## config.mk

```make
export PLATFORM = sky130hd
export DESIGN_NAME = wilder_rsi_stream_core
export DESIGN_NICKNAME = d
export VERILOG_FILES = /design/src/hdl/wrsi_pkg.sv /design/src/hdl/wrsi_div.sv /design/src/hdl/wilder_rsi_stream_core.sv
export SDC_FILE = /design/constraint.sdc
export NUM_CORES = 2
export LEC_CHECK = 0
export BUFFER_PORTS_ARGS = -buffer_cell sky130_fd_sc_hd__buf_2
export CAP_MARGIN = 20
export CORE_ASPECT_RATIO = 1.2
export CORE_MARGIN = 10
export CORE_UTILIZATION = 67
export DETAILED_ROUTE_END_ITERATION = 7
export PLACE_DENSITY = 0.86
export SYNTH_ARGS = -nofsm -noshare
export SYNTH_HDL_FRONTEND = slang
export SYNTH_SLANG_ARGS = --single-unit
```

## constraint.sdc

```tcl
create_clock -name i_clk -period 17.2 [get_ports i_clk]
set_input_delay 5.16 -clock i_clk [delete_from_list [all_inputs] [get_ports i_clk]]
set_output_delay 5.16 -clock i_clk [all_outputs]
set_load 0.05 [all_outputs]
```

## src/hdl/wrsi_pkg.sv

```systemverilog
package wrsi_pkg;

    // field widths and defaults
    localparam int SAMPLE_BITS           = 16;
    localparam int AVERAGE_FRACTION_BITS = 16;
    localparam int WINDOW_BITS           = 8;
    localparam int RSI_BITS              = 15;

    localparam logic [WINDOW_BITS-1:0] WINDOW_RESET = 8'd14;
    localparam logic [WINDOW_BITS-1:0] SEEN_MAX     = 8'd255;

    // 100.0 with 8 fractional bits
    localparam logic [RSI_BITS-1:0] RSI_FULL_SCALE = 15'd25600;

    // ratio quotient never exceeds full scale, so this many quotient bits suffice
    localparam int RSI_RATIO_STEPS = RSI_BITS;

    // gain and loss are scaled down together until their sum fits this many bits
    localparam int RSI_SUM_LIMIT = 48;

    typedef struct packed {
        logic busy;
        logic done;
    } t_div_stat;

endpackage

```

## src/hdl/wrsi_div.sv

```systemverilog
module wrsi_div #(
    parameter int DVD_W = 48,
    parameter int DVS_W = 8,
    parameter int STEPS = 40
) (
    input  logic                i_clk,
    input  logic                i_rst_n,
    input  logic                i_start,
    input  logic [DVD_W-1:0]    i_dividend,
    input  logic [DVS_W-1:0]    i_divisor,
    output wrsi_pkg::t_div_stat o_stat,
    output logic [STEPS-1:0]    o_quotient
);

    localparam int CNT_W = $clog2(STEPS + 1);

    logic [DVS_W-1:0] r_rem;
    logic [DVS_W-1:0] n_rem;
    logic [DVS_W-1:0] r_dvs;
    logic [STEPS-1:0] r_lo;
    logic [STEPS-1:0] n_lo;
    logic [CNT_W-1:0] r_cnt;
    logic             r_busy;
    logic             r_done;
    logic [DVS_W:0]   trial;
    logic             fits;

    // restoring division, one quotient bit per cycle; quotient bits shift into r_lo
    assign trial = {r_rem, r_lo[STEPS-1]};
    assign fits  = (trial >= {1'b0, r_dvs});

    always_comb begin
        n_rem = fits ? DVS_W'(trial - {1'b0, r_dvs}) : trial[DVS_W-1:0];
        n_lo  = {r_lo[STEPS-2:0], fits};
    end

    always_ff @(posedge i_clk) begin
        if (!i_rst_n) begin
            r_busy <= 1'b0;
            r_done <= 1'b0;
            r_cnt  <= '0;
        end else begin
            r_done <= 1'b0;
            if (i_start) begin
                r_busy <= 1'b1;
                r_cnt  <= CNT_W'(STEPS);
            end else if (r_busy) begin
                r_cnt <= r_cnt - CNT_W'(1);
                if (r_cnt == CNT_W'(1)) begin
                    r_busy <= 1'b0;
                    r_done <= 1'b1;
                end
            end
        end
    end

    // upper dividend bits are below the divisor by construction at every call site
    always_ff @(posedge i_clk) begin
        if (i_start) begin
            r_rem <= DVS_W'(i_dividend >> STEPS);
            r_lo  <= i_dividend[STEPS-1:0];
            r_dvs <= i_divisor;
        end else if (r_busy) begin
            r_rem <= n_rem;
            r_lo  <= n_lo;
        end
    end

    assign o_stat.busy = r_busy;
    assign o_stat.done = r_done;
    assign o_quotient  = r_lo;

    a_rem_below_divisor: assert property (@(posedge i_clk) disable iff (!i_rst_n)
        r_busy |-> (r_rem < r_dvs))
        else $error("partial remainder not below divisor");

    a_done_after_busy: assert property (@(posedge i_clk) disable iff (!i_rst_n)
        r_done |-> $past(r_busy))
        else $error("done without a running division");

    a_count_steps: assert property (@(posedge i_clk) disable iff (!i_rst_n)
        (r_busy && !i_start) |=> (r_cnt == $past(r_cnt) - CNT_W'(1)))
        else $error("step counter skipped");

endmodule

```

## src/hdl/wilder_rsi_stream_core.sv

```systemverilog
// Streaming Wilder RSI.
// Input channel i_valid/o_ready carries i_sample and i_start_of_series; the output
// channel o_valid/i_ready carries o_rsi_value (0..25600, 100.0 with 8 fraction bits).
// The period is written through i_cfg_we/i_cfg_wdata; the user must do so only while
// the block is idle, as the block does not enforce it; zero acts as a period of one.
// Samples inside the seed phase that produce no result leave the block idle.
// The sample that closes the seed phase and every later sample produce one result:
// the averages are divided by the period in two radix-2 lanes (one bit per cycle,
// AVG_W = SAMPLE_BITS + AVERAGE_FRACTION_BITS + 8 quotient bits, 40 at the defaults),
// then 100*G/(G+L) runs through a radix-2 divider for 15 quotient bits. While
// smoothing, the numerator is formed in S_MUL before the lanes start; the ratio is
// skipped when the loss average is zero, and very wide parameters add steps in S_NORM
// that halve G and L until their sum fits; one item is worked on at a time, so no
// new sample is taken until the result reaches the output register.
// The result sits in an output register: a stalled receiver does not block the next
// input transfer, and only a second result waits until the first is taken.
// Reset sets the period to 14, clears the averages and the sample count, and the
// first sample after reset starts a series.
module wilder_rsi_stream_core #(
    parameter int SAMPLE_BITS           = wrsi_pkg::SAMPLE_BITS,
    parameter int AVERAGE_FRACTION_BITS = wrsi_pkg::AVERAGE_FRACTION_BITS
) (
    input  logic                             i_clk,
    input  logic                             i_rst_n,
    input  logic                             i_cfg_we,
    input  logic [wrsi_pkg::WINDOW_BITS-1:0] i_cfg_wdata,
    input  logic                             i_valid,
    output logic                             o_ready,
    input  logic [SAMPLE_BITS-1:0]           i_sample,
    input  logic                             i_start_of_series,
    output logic                             o_valid,
    input  logic                             i_ready,
    output logic [wrsi_pkg::RSI_BITS-1:0]    o_rsi_value
);

    localparam int WB     = wrsi_pkg::WINDOW_BITS;
    localparam int GAIN_W = SAMPLE_BITS + AVERAGE_FRACTION_BITS;
    localparam int AVG_W  = GAIN_W + WB;
    localparam int SUM_W  = AVG_W + 1;
    localparam int NDVD_W = AVG_W + WB;
    localparam int RDVD_W = AVG_W + wrsi_pkg::RSI_RATIO_STEPS;

    typedef enum logic [5:0] {
        S_IDLE  = 6'b000001,
        S_MUL   = 6'b000010,
        S_DIVN  = 6'b000100,
        S_NORM  = 6'b001000,
        S_RATIO = 6'b010000,
        S_EMIT  = 6'b100000
    } t_state;

    t_state r_state;
    t_state n_state;

    logic [WB-1:0]          r_wl;
    logic [SAMPLE_BITS-1:0] r_prev;
    logic [WB-1:0]          r_seen;
    logic [AVG_W-1:0]       r_avg_g;
    logic [AVG_W-1:0]       r_avg_l;
    logic [GAIN_W-1:0]      r_gain;
    logic [GAIN_W-1:0]      r_loss;
    logic [AVG_W-1:0]       r_g;
    logic [AVG_W-1:0]       r_l;
    logic                   r_full;
    logic                   r_ovalid;
    logic [wrsi_pkg::RSI_BITS-1:0] r_out;

    logic                   acc;
    logic [WB-1:0]          n_eff;
    logic [WB-1:0]          idx;
    logic                   first;
    logic [GAIN_W-1:0]      gain;
    logic [GAIN_W-1:0]      loss;
    logic [AVG_W-1:0]       seed_g;
    logic [AVG_W-1:0]       seed_l;
    logic                   in_seed;
    logic                   seed_last;
    logic [NDVD_W-1:0]      smooth_g;
    logic [NDVD_W-1:0]      smooth_l;
    logic [SUM_W-1:0]       gl_sum;
    logic                   need_shift;
    logic                   emit_load;

    logic                   lane_start;
    logic [NDVD_W-1:0]      lane_dvd_g;
    logic [NDVD_W-1:0]      lane_dvd_l;
    wrsi_pkg::t_div_stat    lane_stat_g;
    wrsi_pkg::t_div_stat    lane_stat_l;
    logic [AVG_W-1:0]       q_g;
    logic [AVG_W-1:0]       q_l;

    logic                   ratio_start;
    logic [RDVD_W-1:0]      ratio_dvd;
    wrsi_pkg::t_div_stat    ratio_stat;
    logic [wrsi_pkg::RSI_RATIO_STEPS-1:0] q_ratio;

    assign o_ready = (r_state == S_IDLE);
    assign acc     = i_valid && o_ready;

    always_comb begin
        n_eff   = (r_wl == '0) ? WB'(1) : r_wl;
        idx     = i_start_of_series ? '0 : r_seen;
        first   = (idx == '0);
        gain    = '0;
        loss    = '0;
        if (!first) begin
            if (i_sample > r_prev) begin
                gain = {i_sample - r_prev, {AVERAGE_FRACTION_BITS{1'b0}}};
            end else begin
                loss = {r_prev - i_sample, {AVERAGE_FRACTION_BITS{1'b0}}};
            end
        end
        seed_g    = (first ? '0 : r_avg_g) + AVG_W'(gain);
        seed_l    = (first ? '0 : r_avg_l) + AVG_W'(loss);
        in_seed   = (idx < n_eff);
        seed_last = (idx == n_eff - WB'(1));
    end

    // wilder smoothing numerator: avg*(n-1) + new term
    assign smooth_g = NDVD_W'(r_avg_g) * NDVD_W'(n_eff - WB'(1)) + NDVD_W'(r_gain);
    assign smooth_l = NDVD_W'(r_avg_l) * NDVD_W'(n_eff - WB'(1)) + NDVD_W'(r_loss);

    assign lane_start = (acc && in_seed && seed_last) || (r_state == S_MUL);
    assign lane_dvd_g = (r_state == S_MUL) ? smooth_g : NDVD_W'(seed_g);
    assign lane_dvd_l = (r_state == S_MUL) ? smooth_l : NDVD_W'(seed_l);

    assign gl_sum      = SUM_W'(r_g) + SUM_W'(r_l);
    assign need_shift  = ((gl_sum >> wrsi_pkg::RSI_SUM_LIMIT) != '0);
    assign ratio_start = (r_state == S_NORM) && !need_shift && (r_l != '0);
    assign ratio_dvd   = RDVD_W'(r_g) * RDVD_W'(wrsi_pkg::RSI_FULL_SCALE);

    assign emit_load = (r_state == S_EMIT) && (!r_ovalid || i_ready);

    always_comb begin
        n_state = r_state;
        unique case (r_state)
            S_IDLE: begin
                if (acc && !in_seed) begin
                    n_state = S_MUL;
                end else if (acc && seed_last) begin
                    n_state = S_DIVN;
                end
            end
            S_MUL: begin
                n_state = S_DIVN;
            end
            S_DIVN: begin
                if (lane_stat_g.done) begin
                    n_state = S_NORM;
                end
            end
            S_NORM: begin
                if (!need_shift) begin
                    n_state = (r_l == '0) ? S_EMIT : S_RATIO;
                end
            end
            S_RATIO: begin
                if (ratio_stat.done) begin
                    n_state = S_EMIT;
                end
            end
            S_EMIT: begin
                if (emit_load) begin
                    n_state = S_IDLE;
                end
            end
            default: begin
                n_state = S_IDLE;
            end
        endcase
    end

    always_ff @(posedge i_clk) begin
        if (!i_rst_n) begin
            r_state  <= S_IDLE;
            r_wl     <= wrsi_pkg::WINDOW_RESET;
            r_prev   <= '0;
            r_seen   <= '0;
            r_avg_g  <= '0;
            r_avg_l  <= '0;
            r_ovalid <= 1'b0;
        end else begin
            r_state <= n_state;
            if (i_cfg_we) begin
                r_wl <= i_cfg_wdata;
            end
            if (acc) begin
                r_prev <= i_sample;
                r_seen <= (idx != wrsi_pkg::SEEN_MAX) ? idx + WB'(1) : wrsi_pkg::SEEN_MAX;
                if (in_seed) begin
                    r_avg_g <= seed_g;
                    r_avg_l <= seed_l;
                end
            end
            if ((r_state == S_DIVN) && lane_stat_g.done) begin
                r_avg_g <= q_g;
                r_avg_l <= q_l;
            end
            if (emit_load) begin
                r_ovalid <= 1'b1;
            end else if (i_ready) begin
                r_ovalid <= 1'b0;
            end
        end
    end

    always_ff @(posedge i_clk) begin
        if (acc) begin
            r_gain <= gain;
            r_loss <= loss;
        end
        // working copies for the ratio; scaling must not touch the stored averages
        if ((r_state == S_DIVN) && lane_stat_g.done) begin
            r_g <= q_g;
            r_l <= q_l;
        end else if ((r_state == S_NORM) && need_shift) begin
            r_g <= r_g >> 1;
            r_l <= r_l >> 1;
        end
        if ((r_state == S_NORM) && !need_shift) begin
            r_full <= (r_l == '0);
        end
        if (emit_load) begin
            r_out <= r_full ? wrsi_pkg::RSI_FULL_SCALE : q_ratio;
        end
    end

    wrsi_div #(
        .DVD_W (NDVD_W),
        .DVS_W (WB),
        .STEPS (AVG_W)
    ) u_div_gain (
        .i_clk      (i_clk),
        .i_rst_n    (i_rst_n),
        .i_start    (lane_start),
        .i_dividend (lane_dvd_g),
        .i_divisor  (n_eff),
        .o_stat     (lane_stat_g),
        .o_quotient (q_g)
    );

    wrsi_div #(
        .DVD_W (NDVD_W),
        .DVS_W (WB),
        .STEPS (AVG_W)
    ) u_div_loss (
        .i_clk      (i_clk),
        .i_rst_n    (i_rst_n),
        .i_start    (lane_start),
        .i_dividend (lane_dvd_l),
        .i_divisor  (n_eff),
        .o_stat     (lane_stat_l),
        .o_quotient (q_l)
    );

    wrsi_div #(
        .DVD_W (RDVD_W),
        .DVS_W (SUM_W),
        .STEPS (wrsi_pkg::RSI_RATIO_STEPS)
    ) u_div_ratio (
        .i_clk      (i_clk),
        .i_rst_n    (i_rst_n),
        .i_start    (ratio_start),
        .i_dividend (ratio_dvd),
        .i_divisor  (gl_sum),
        .o_stat     (ratio_stat),
        .o_quotient (q_ratio)
    );

    assign o_valid     = r_ovalid;
    assign o_rsi_value = r_out;

    a_lanes_in_step: assert property (@(posedge i_clk) disable iff (!i_rst_n)
        (lane_stat_g.done == lane_stat_l.done) && (lane_stat_g.busy == lane_stat_l.busy))
        else $error("gain and loss lanes out of step");

    a_seen_counts: assert property (@(posedge i_clk) disable iff (!i_rst_n)
        (acc && !i_start_of_series && (r_seen != wrsi_pkg::SEEN_MAX))
        |=> (r_seen == $past(r_seen) + WB'(1)))
        else $error("sample count did not advance");

    a_ratio_range: assert property (@(posedge i_clk) disable iff (!i_rst_n)
        ((r_state == S_EMIT) && !r_full) |-> (q_ratio <= wrsi_pkg::RSI_FULL_SCALE))
        else $error("rsi ratio above full scale");

endmodule
```

=== After elaboration in Yosys (flattened, before gate mapping) ===
Index checks and enable logic that the tools add are counted.

* Flip-flop bits (word level): 501
* Output and inout port bits: 17
* Logic and storage cells: 160

* $add $sub $neg: 16
* Multiply operators: 3
* Order comparisons: 5
* Eq/ne operators: 15
* Muxes and demuxes: 58
* Bitwise operators: 3
* Reduce and logical (&&, ||, !) cells: 27

{| class="wikitable"
|+ Operator list
! cell !! number
|-
| $mux 40 || 14
|-
| $mux 32 || 4
|-
| $add 48x32->48 || 2
|-
| $mux 48 || 2
|-
| $add 40x32->40 || 2
|-
| $mux 8 || 9
|-
| $mux 6 || 10
|-
| $mul 40x48->48 || 1
|-
| $mul 41x9->48 || 1
|-
| $mul 40x5->45 const B || 1
|-
| $ge 42x41->1 || 1
|-
| $add 40x40->41 || 1
|-
| $mux 41 || 1
|-
| $sub 41x41->41 || 1
|-
| $logic_not 40->1 || 1
|-
| $reduce_bool 40->1 || 1
|-
| $pmux 6 s6 || 1
|-
| $sub 16x16->16 || 2
|-
| $mux 15 || 2
|-
| $eq 6x1->1 const B || 3
|-
| $ge 9x8->1 || 2
|-
| $gt 16x16->1 || 1
|-
| $logic_not 8->1 || 2
|-
| $sub 8x8->8 || 2
|-
| 28 further kinds || 60
|}

=== Depth between registers and ports, before layout ===
* Word-level depth: 8
* Mapped depth: 38
* Mapped depth without buffers: 33

=== Hierarchy ===
From an unflattened synthesis, not the netlist that was laid out.

* Cell total of the unflattened synthesis: 6,834
* Area total of the unflattened synthesis: 63,325.7 µm²

{| class="wikitable"
|+ By module, submodules not included
! module !! instances !! cells each !! area an instance (µm²)
|-
| wilder_rsi_stream_core || 1 || 5,688 || 50,370.8
|-
| wrsi_div at u_div_ratio || 1 || 706 || 6,836.6
|-
| wrsi_div at u_div_gain ... || 2 || 220 || 3,059.2
|}

=== Worst setup path after synthesis ===
OpenSTA, ideal clock, no wires.

* Path type: in2reg
* Start point: input i_sample[8]
* End point: register u_div_gain.r_lo[33] (netlist: u_div_gain.o_quotient[33]), data pin
* Library setup time: 0.271 ns
* Arrival time: 9.881 ns
* Required time: 16.929 ns
* Setup slack: 7.048 ns
* Stages on the path: 26
* Cells stage by stage: inv_1 ha_1 clkbuf_1 and2_1 a31o_2 o21a_1 o21ai_0 a21oi_1 o21a_1 o21ai_0 a21oi_1 o21ai_1 clkbuf_1 nor2_1 ha_1 a21o_1 a21oi_1 nor2b_1 o21ai_1 a211oi_1 o311a_1 o41a_1 a41oi_1 xor2_1 a2bb2oi_1 a21oi_1

* Cells in the longest elaborated chain, start to end: 6

{| class="wikitable"
|+ Ends and longest elaborated chain
! what !! RTL line !! text
|-
| start: declaration || wilder_rsi_stream_core.sv:29 || <nowiki>input logic [SAMPLE_BITS-1:0] i_sample,</nowiki>
|-
| $gt 16x16->1 || wilder_rsi_stream_core.sv:107 || <nowiki>if (i_sample > r_prev) begin</nowiki>
|-
| $mux 32 || wilder_rsi_stream_core.sv:107 ||
|-
| $mux 32 || wilder_rsi_stream_core.sv:106 || <nowiki>if (!first) begin</nowiki>
|-
| named net gain[16] || wilder_rsi_stream_core.sv:72 || <nowiki>logic [GAIN_W-1:0] gain;</nowiki>
|-
| $add 40x32->40 || wilder_rsi_stream_core.sv:113 || <nowiki>seed_g = (first ? '0 : r_avg_g) + AVG_W'(gain);</nowiki>
|-
| $mux 48 || wilder_rsi_stream_core.sv:124 || <nowiki>assign lane_dvd_g = (r_state == S_MUL) ? smooth_g : NDVD_W'(seed_g);</nowiki>
|-
| $mux 40 || wrsi_div.sv:59 || <nowiki>if (i_start) begin</nowiki>
|-
| end signal: assignment || wrsi_div.sv:61 || <nowiki>r_lo <= i_dividend[STEPS-1:0];</nowiki>
|-
| end signal: assignment || wrsi_div.sv:65 || <nowiki>r_lo <= n_lo;</nowiki>
|-
| end: declaration || wrsi_div.sv:20 || <nowiki>logic [STEPS-1:0] r_lo;</nowiki>
|}

The timed path passes the listed nets, and every way through them passes these cells.
A chain may end at the register's enable or synchronous reset.

=== Worst setup path in the final report ===
* Start point: register r_wl[4]
* End point: register u_div_gain.r_rem[6], data pin

* Cells in the longest elaborated chain, start to end: 7

{| class="wikitable"
|+ Ends and longest elaborated chain
! what !! RTL line !! text
|-
| start: declaration || wilder_rsi_stream_core.sv:55 || <nowiki>logic [WB-1:0] r_wl;</nowiki>
|-
| start signal: assignment || wilder_rsi_stream_core.sv:176 || <nowiki>r_wl <= wrsi_pkg::WINDOW_RESET;</nowiki>
|-
| start signal: assignment || wilder_rsi_stream_core.sv:185 || <nowiki>r_wl <= i_cfg_wdata;</nowiki>
|-
| $logic_not 8->1 || wilder_rsi_stream_core.sv:101 || <nowiki>n_eff = (r_wl == '0) ? WB'(1) : r_wl;</nowiki>
|-
| $mux 8 * || wilder_rsi_stream_core.sv:101 ||
|-
| $sub 8x1->9 (tied with other cells) || wilder_rsi_stream_core.sv:120 || <nowiki>assign smooth_g = NDVD_W'(r_avg_g) * NDVD_W'(n_eff - WB'(1)) + NDVD_W'(r_gain);</nowiki>
|-
| $mul 40x48->48 (tied with other cells) || wilder_rsi_stream_core.sv:120 ||
|-
| $add 48x32->48 / $logic_and 1x1->1 (equally long branches) || wilder_rsi_stream_core.sv:120, wilder_rsi_stream_core.sv:123 ||
|-
| $mux 48 / $logic_or 1x1->1 (equally long branches) || wilder_rsi_stream_core.sv:124, wilder_rsi_stream_core.sv:123 ||
|-
| $mux 8 * || wrsi_div.sv:59 ||
|-
| end signal: assignment || wrsi_div.sv:60 || <nowiki>r_rem <= DVS_W'(i_dividend >> STEPS);</nowiki>
|-
| end signal: assignment || wrsi_div.sv:64 || <nowiki>r_rem <= n_rem;</nowiki>
|-
| end: declaration || wrsi_div.sv:17 || <nowiki>logic [DVS_W-1:0] r_rem;</nowiki>
|}

Mark *: on every way between the ends. The rest lies on a longest branch, timed or not.

==> summary.txt <==
Outcome
  • Status: complete, no violations

Timing
  • Final setup fails: 0
  • Minimum clock period: 11.13 ns
  • Slew Viols, Final: 0
  • Worst hold slack: 0.4740 ns
  • Actual slew at the worst max-slew pin: 1.156 ns
  • Final Hold Fails: 0
  • Unrepaired setup endpoints after global routing: false
  • Part of the cycle the worst path needs: 64.72%
  • Skew final: 0.02538 ns
  • Max Freq: 0.08983 GHz
  • Final setup TNS: 0 ns
  • Worst setup margin: 6.068 ns
  • Headroom to the max-slew limit: 22.13%

Synthesis
  • Dominant synthesized flop cell: edfxtp_1
  • Ys Warns: 0
  • Fraction of registers with async set/reset: 0%
  • Yosys reg bits: 469
  • Post-synthesis adder-cell area fraction: 38.97%
  • Post-synthesis simple-gate area fraction: 14.82%
  • XOR/XNOR share of the synthesized area: 4.036%
  • Complex-gate fraction of the synthesized area: 11.82%
  • Cells after Synth: 6,724
  • Synthesized area: 0.06184 mm²
  • Multiplexer share of the synthesized area: 0.6596%
  • Net count of the mapped netlist: 8,175
  • Main combinational cell family by area after synthesis: adder cells
  • Avg Inst Size Synth: 9.197 µm²
  • Sequential-to-total area share from yosys stat: 20.33%
  • Number of synthesized flops with an enable pin: 318
  • Yosys cell types: 88

Run
  • MaxCap Viol Count: 0

Placement
  • Post-DP HPWL: 127.5 mm
  • # port buffers: 46
  • Final RePlAce weighted congestion: 0.9988
  • Post-Place Worst Slack: 6.174 ns

Power
  • VDD IR-drop max: 76.99 µV
  • Tot Pwr: 0.003217 W
  • Leak: 30.81 nW
  • Power Dens Cells: 49.62 mW/mm²

CTS
  • # hold bufs at CTS: 0
  • Post-CTS setup buffer count: 0
  • Clock Latency Late Sink: 0.64 ns
  • Htree depth: 2
  • CTS root buffer: clkbuf_16
  • Post-cts resize count: 0
  • Maximum clock path buffer count: 3
  • Clk sinks: 469
  • CTS buffer count: 51
  • Clock-pin slew on the worst setup and hold paths: 0.06 ns
  • CTS tree: yes

Layout
  • Layout Nets: 8,022
  • Fin util: 70.56%
  • Layout cells sized above 1: 3.811%
  • Area growth from synthesis to layout: 4.842%

Die
  • Num ports: 47
  • Std-Cell Rows: 122
  • Die Y-Extent: 352.8 µm
  • Die area: 0.1049 mm²
  • Initial Utilization: 67.30%
  • Total core area: 0.09189 mm²
  • Die X: 297.3 µm

Hold path
  • Hold EP: r_prev[15]$_SDFFE_PN0P_
  • Cells on Worst Hold Path: 2
  • HP Class: flop to flop
  • Worst Hold Launch: r_prev[15]$_SDFFE_PN0P_

Setup path
  • Worst Setup End Kind: flop
  • Terminus of the critical flop-to-flop path: u_div_gain.r_rem[6]$_DFFE_PP_
  • CP max stage cell: nor4_2
  • Worst EP arrival: 11.47 ns
  • Most used cell, CP: fa_1
  • CP startpoint kind: flop
  • Crit Path Max Fanout: 41
  • Critical Path RT: 17.53 ns
  • Critical path class: flop to flop
  • Max incr delay on CP: 0.66 ns
  • R2R Path Start: r_wl[4]$_SDFFE_PN0P_
  • Reg-to-reg slack, setup: 6.07 ns
  • FF-to-FF path depth: 30

Drt
  • Wirelength per Cell: 21.18 µm
  • Pre-Repair DR Iteration Count: 6
  • Vias per cell: 6.139
  • Post-route DRC: 0
  • Via count: 48,230
  • 1st-iter DRT viols: 4,625
  • Final WL: 166.4 mm
  • Remaining antenna violation count after routing: 0

Global route
  • Largest net degree at the start of global routing: 103
  • First-pass GRT wire length: 265.6 mm
  • GR Overflow Total: 0
  • Vias in the first global route: 49,730
  • GR Util All Layers: 31.61%
  • Initial antenna violation count: 8
-- cells by family after synthesis --
logic type	after synthesis
DFF	469
xor gates and xnor gates	285
buffers and inverters	1531
muxes	40
and+or+nand+nor	1847
AOI/OAI and AO/OA	1131
adders and majority gates	1421
-- Yosys cell counts (all sizes together) (9+ instances only) --
master / instances / share of area [%]
o21a: 57 / 0.69
mux2i: 34 / 0.55
nor2: 269 / 1.6
clkbuf: 281 / 1.7
nand2b: 138 / 1.4
a31oi: 59 / 0.61
and2: 335 / 3.4
a21boi: 64 / 0.78
nor3: 72 / 0.58
nand2: 660 / 4.0
a211oi: 59 / 0.72
a21o: 127 / 1.5
o21ai: 214 / 1.7
o21bai: 26 / 0.32
nor3b: 10 / 0.14
o22ai: 15 / 0.15
nor2b: 131 / 1.3
xnor2: 180 / 2.5
o211ai: 19 / 0.23
buf: 24 / 0.22
dfxtp: 151 / 4.9
o31ai: 19 / 0.23
inv: 1226 / 7.4
nand3: 67 / 0.54
edfxtp: 318 / 15
or2: 13 / 0.13
a211o: 9 / 0.13
or3: 17 / 0.17
xor2: 105 / 1.5
nand4: 31 / 0.31
ha: 579 / 12
nor4: 27 / 0.29
a21oi: 297 / 2.4
o31a: 12 / 0.17
a22oi: 77 / 0.93
and3: 46 / 0.47
fa: 842 / 27
-- report_power, final --
part           switching (W)  internal, W  leakage (nW)  total (W)
Clock               0.000510     0.000694         0.900    0.00120
Sequential         0.0000469      0.00123          4.13    0.00128
Combinational       0.000491     0.000245          25.8   0.000737
Total                0.00105      0.00217          30.8    0.00322
-- how the worst max path moves through the flow --
stage | start | endpoint | slack [ns] | cells after the start
6_report | r_wl[4]$_SDFFE_PN0P_ | u_div_gain.r_rem[6]$_DFFE_PP_ | 6.07 | 30
4_1_cts | r_wl[4]$_SDFFE_PN0P_ | u_div_gain.r_rem[5]$_DFFE_PP_ | 6.27 | 32
3_3_place_gp | i_sample[0] | u_div_gain.o_quotient[33]$_DFFE_PP_ | 6.35 | 24
2_1_floorplan | i_sample[8] | u_div_gain.o_quotient[33]$_DFFE_PP_ | 7.05 | 26
3_5_place_dp | i_sample[0] | u_div_gain.o_quotient[33]$_DFFE_PP_ | 6.17 | 27
5_1_grt | r_wl[4]$_SDFFE_PN0P_ | u_div_gain.r_rem[6]$_DFFE_PP_ | 5.43 | 30
-- per-layer routing --
metal  wire length [µm]  share of wire (%)  track usage [%]  vias up
li1                   -                  -                -    21380
met5                 27              0.016                0        -
met2              78930                 47            52.14     2509
met3              15740                9.5            5.570      611
met4              10430                6.3            17.12        4
met1              61270                 37            39.39    23720
-- critical path: cells and delay by family, from the launching register on --
family | cells | cell delay (ns)
xor+xnor | 1 | 0.17
simple gates | 3 | 1.16
buf+inv | 5 | 1.21
compound gates | 11 | 2.96
flops | 1 | 0.43
fa+ha+maj | 10 | 4.82
-- sequential cells by signal, summed over array words and instances (netlist names), 40 cells and up --
register	flops
r_avg_g	40
r_avg_l	40
r_g	40
r_l	40
u_div_gain.o_quotient	40
u_div_loss.o_quotient	40
u_div_ratio.r_dvs	41
u_div_ratio.r_rem	41
-- cells in the final DEF, fill, tap and decap left out, types with 10 or more instances in the layout --
cell type / n
a211oi_1: 58
a21boi_0: 63
a21o_1: 127
a21oi_1: 296
a22oi_1: 77
a31oi_1: 56
and2_1: 335
and3_1: 45
buf_2: 45
buf_4: 53
clkbuf_16: 53
clkinv_2: 10
dfxtp_1: 151
edfxtp_1: 318
fa_1: 842
ha_1: 578
inv_1: 1223
mux2i_1: 34
nand2_1: 659
nand2b_1: 138
nand3_1: 67
nand4_1: 31
nor2_1: 266
nor2b_1: 130
nor3_1: 71
nor4_1: 25
o211ai_1: 19
o21a_1: 57
o21ai_0: 201
o21ai_1: 11
o21bai_1: 26
o22ai_1: 15
o31a_1: 12
o31ai_1: 19
or2_2: 13
or3_1: 17
xnor2_1: 177
xor2_1: 104
-- area by class of cell --
| type | count | area, µm² |
|---|---|---|
| clock buffers | 63 | 1444 |
| clock inverters | 32 | 377.9 |
| inverters | 1226 | 4607 |
| well taps | 1240 | 1551 |
| multi-input cells | 4724 | 43630 |
| flip-flops and latches | 469 | 12570 |
| diodes | 3 | 7.507 |
| fillers | 6638 | 27060 |
| repair buffers | 99 | 643.1 |
-- through the flow --
stage / area [µm²] / instances
final: 64840 / 7856
after global routing: 64830 / 7853
after CTS: 64810 / 7852
after detailed placement: 62990 / 7757
after global placement: 62990 / 7757
after floorplan: 61840 / 6724
Power figures use the tool's default switching activity.
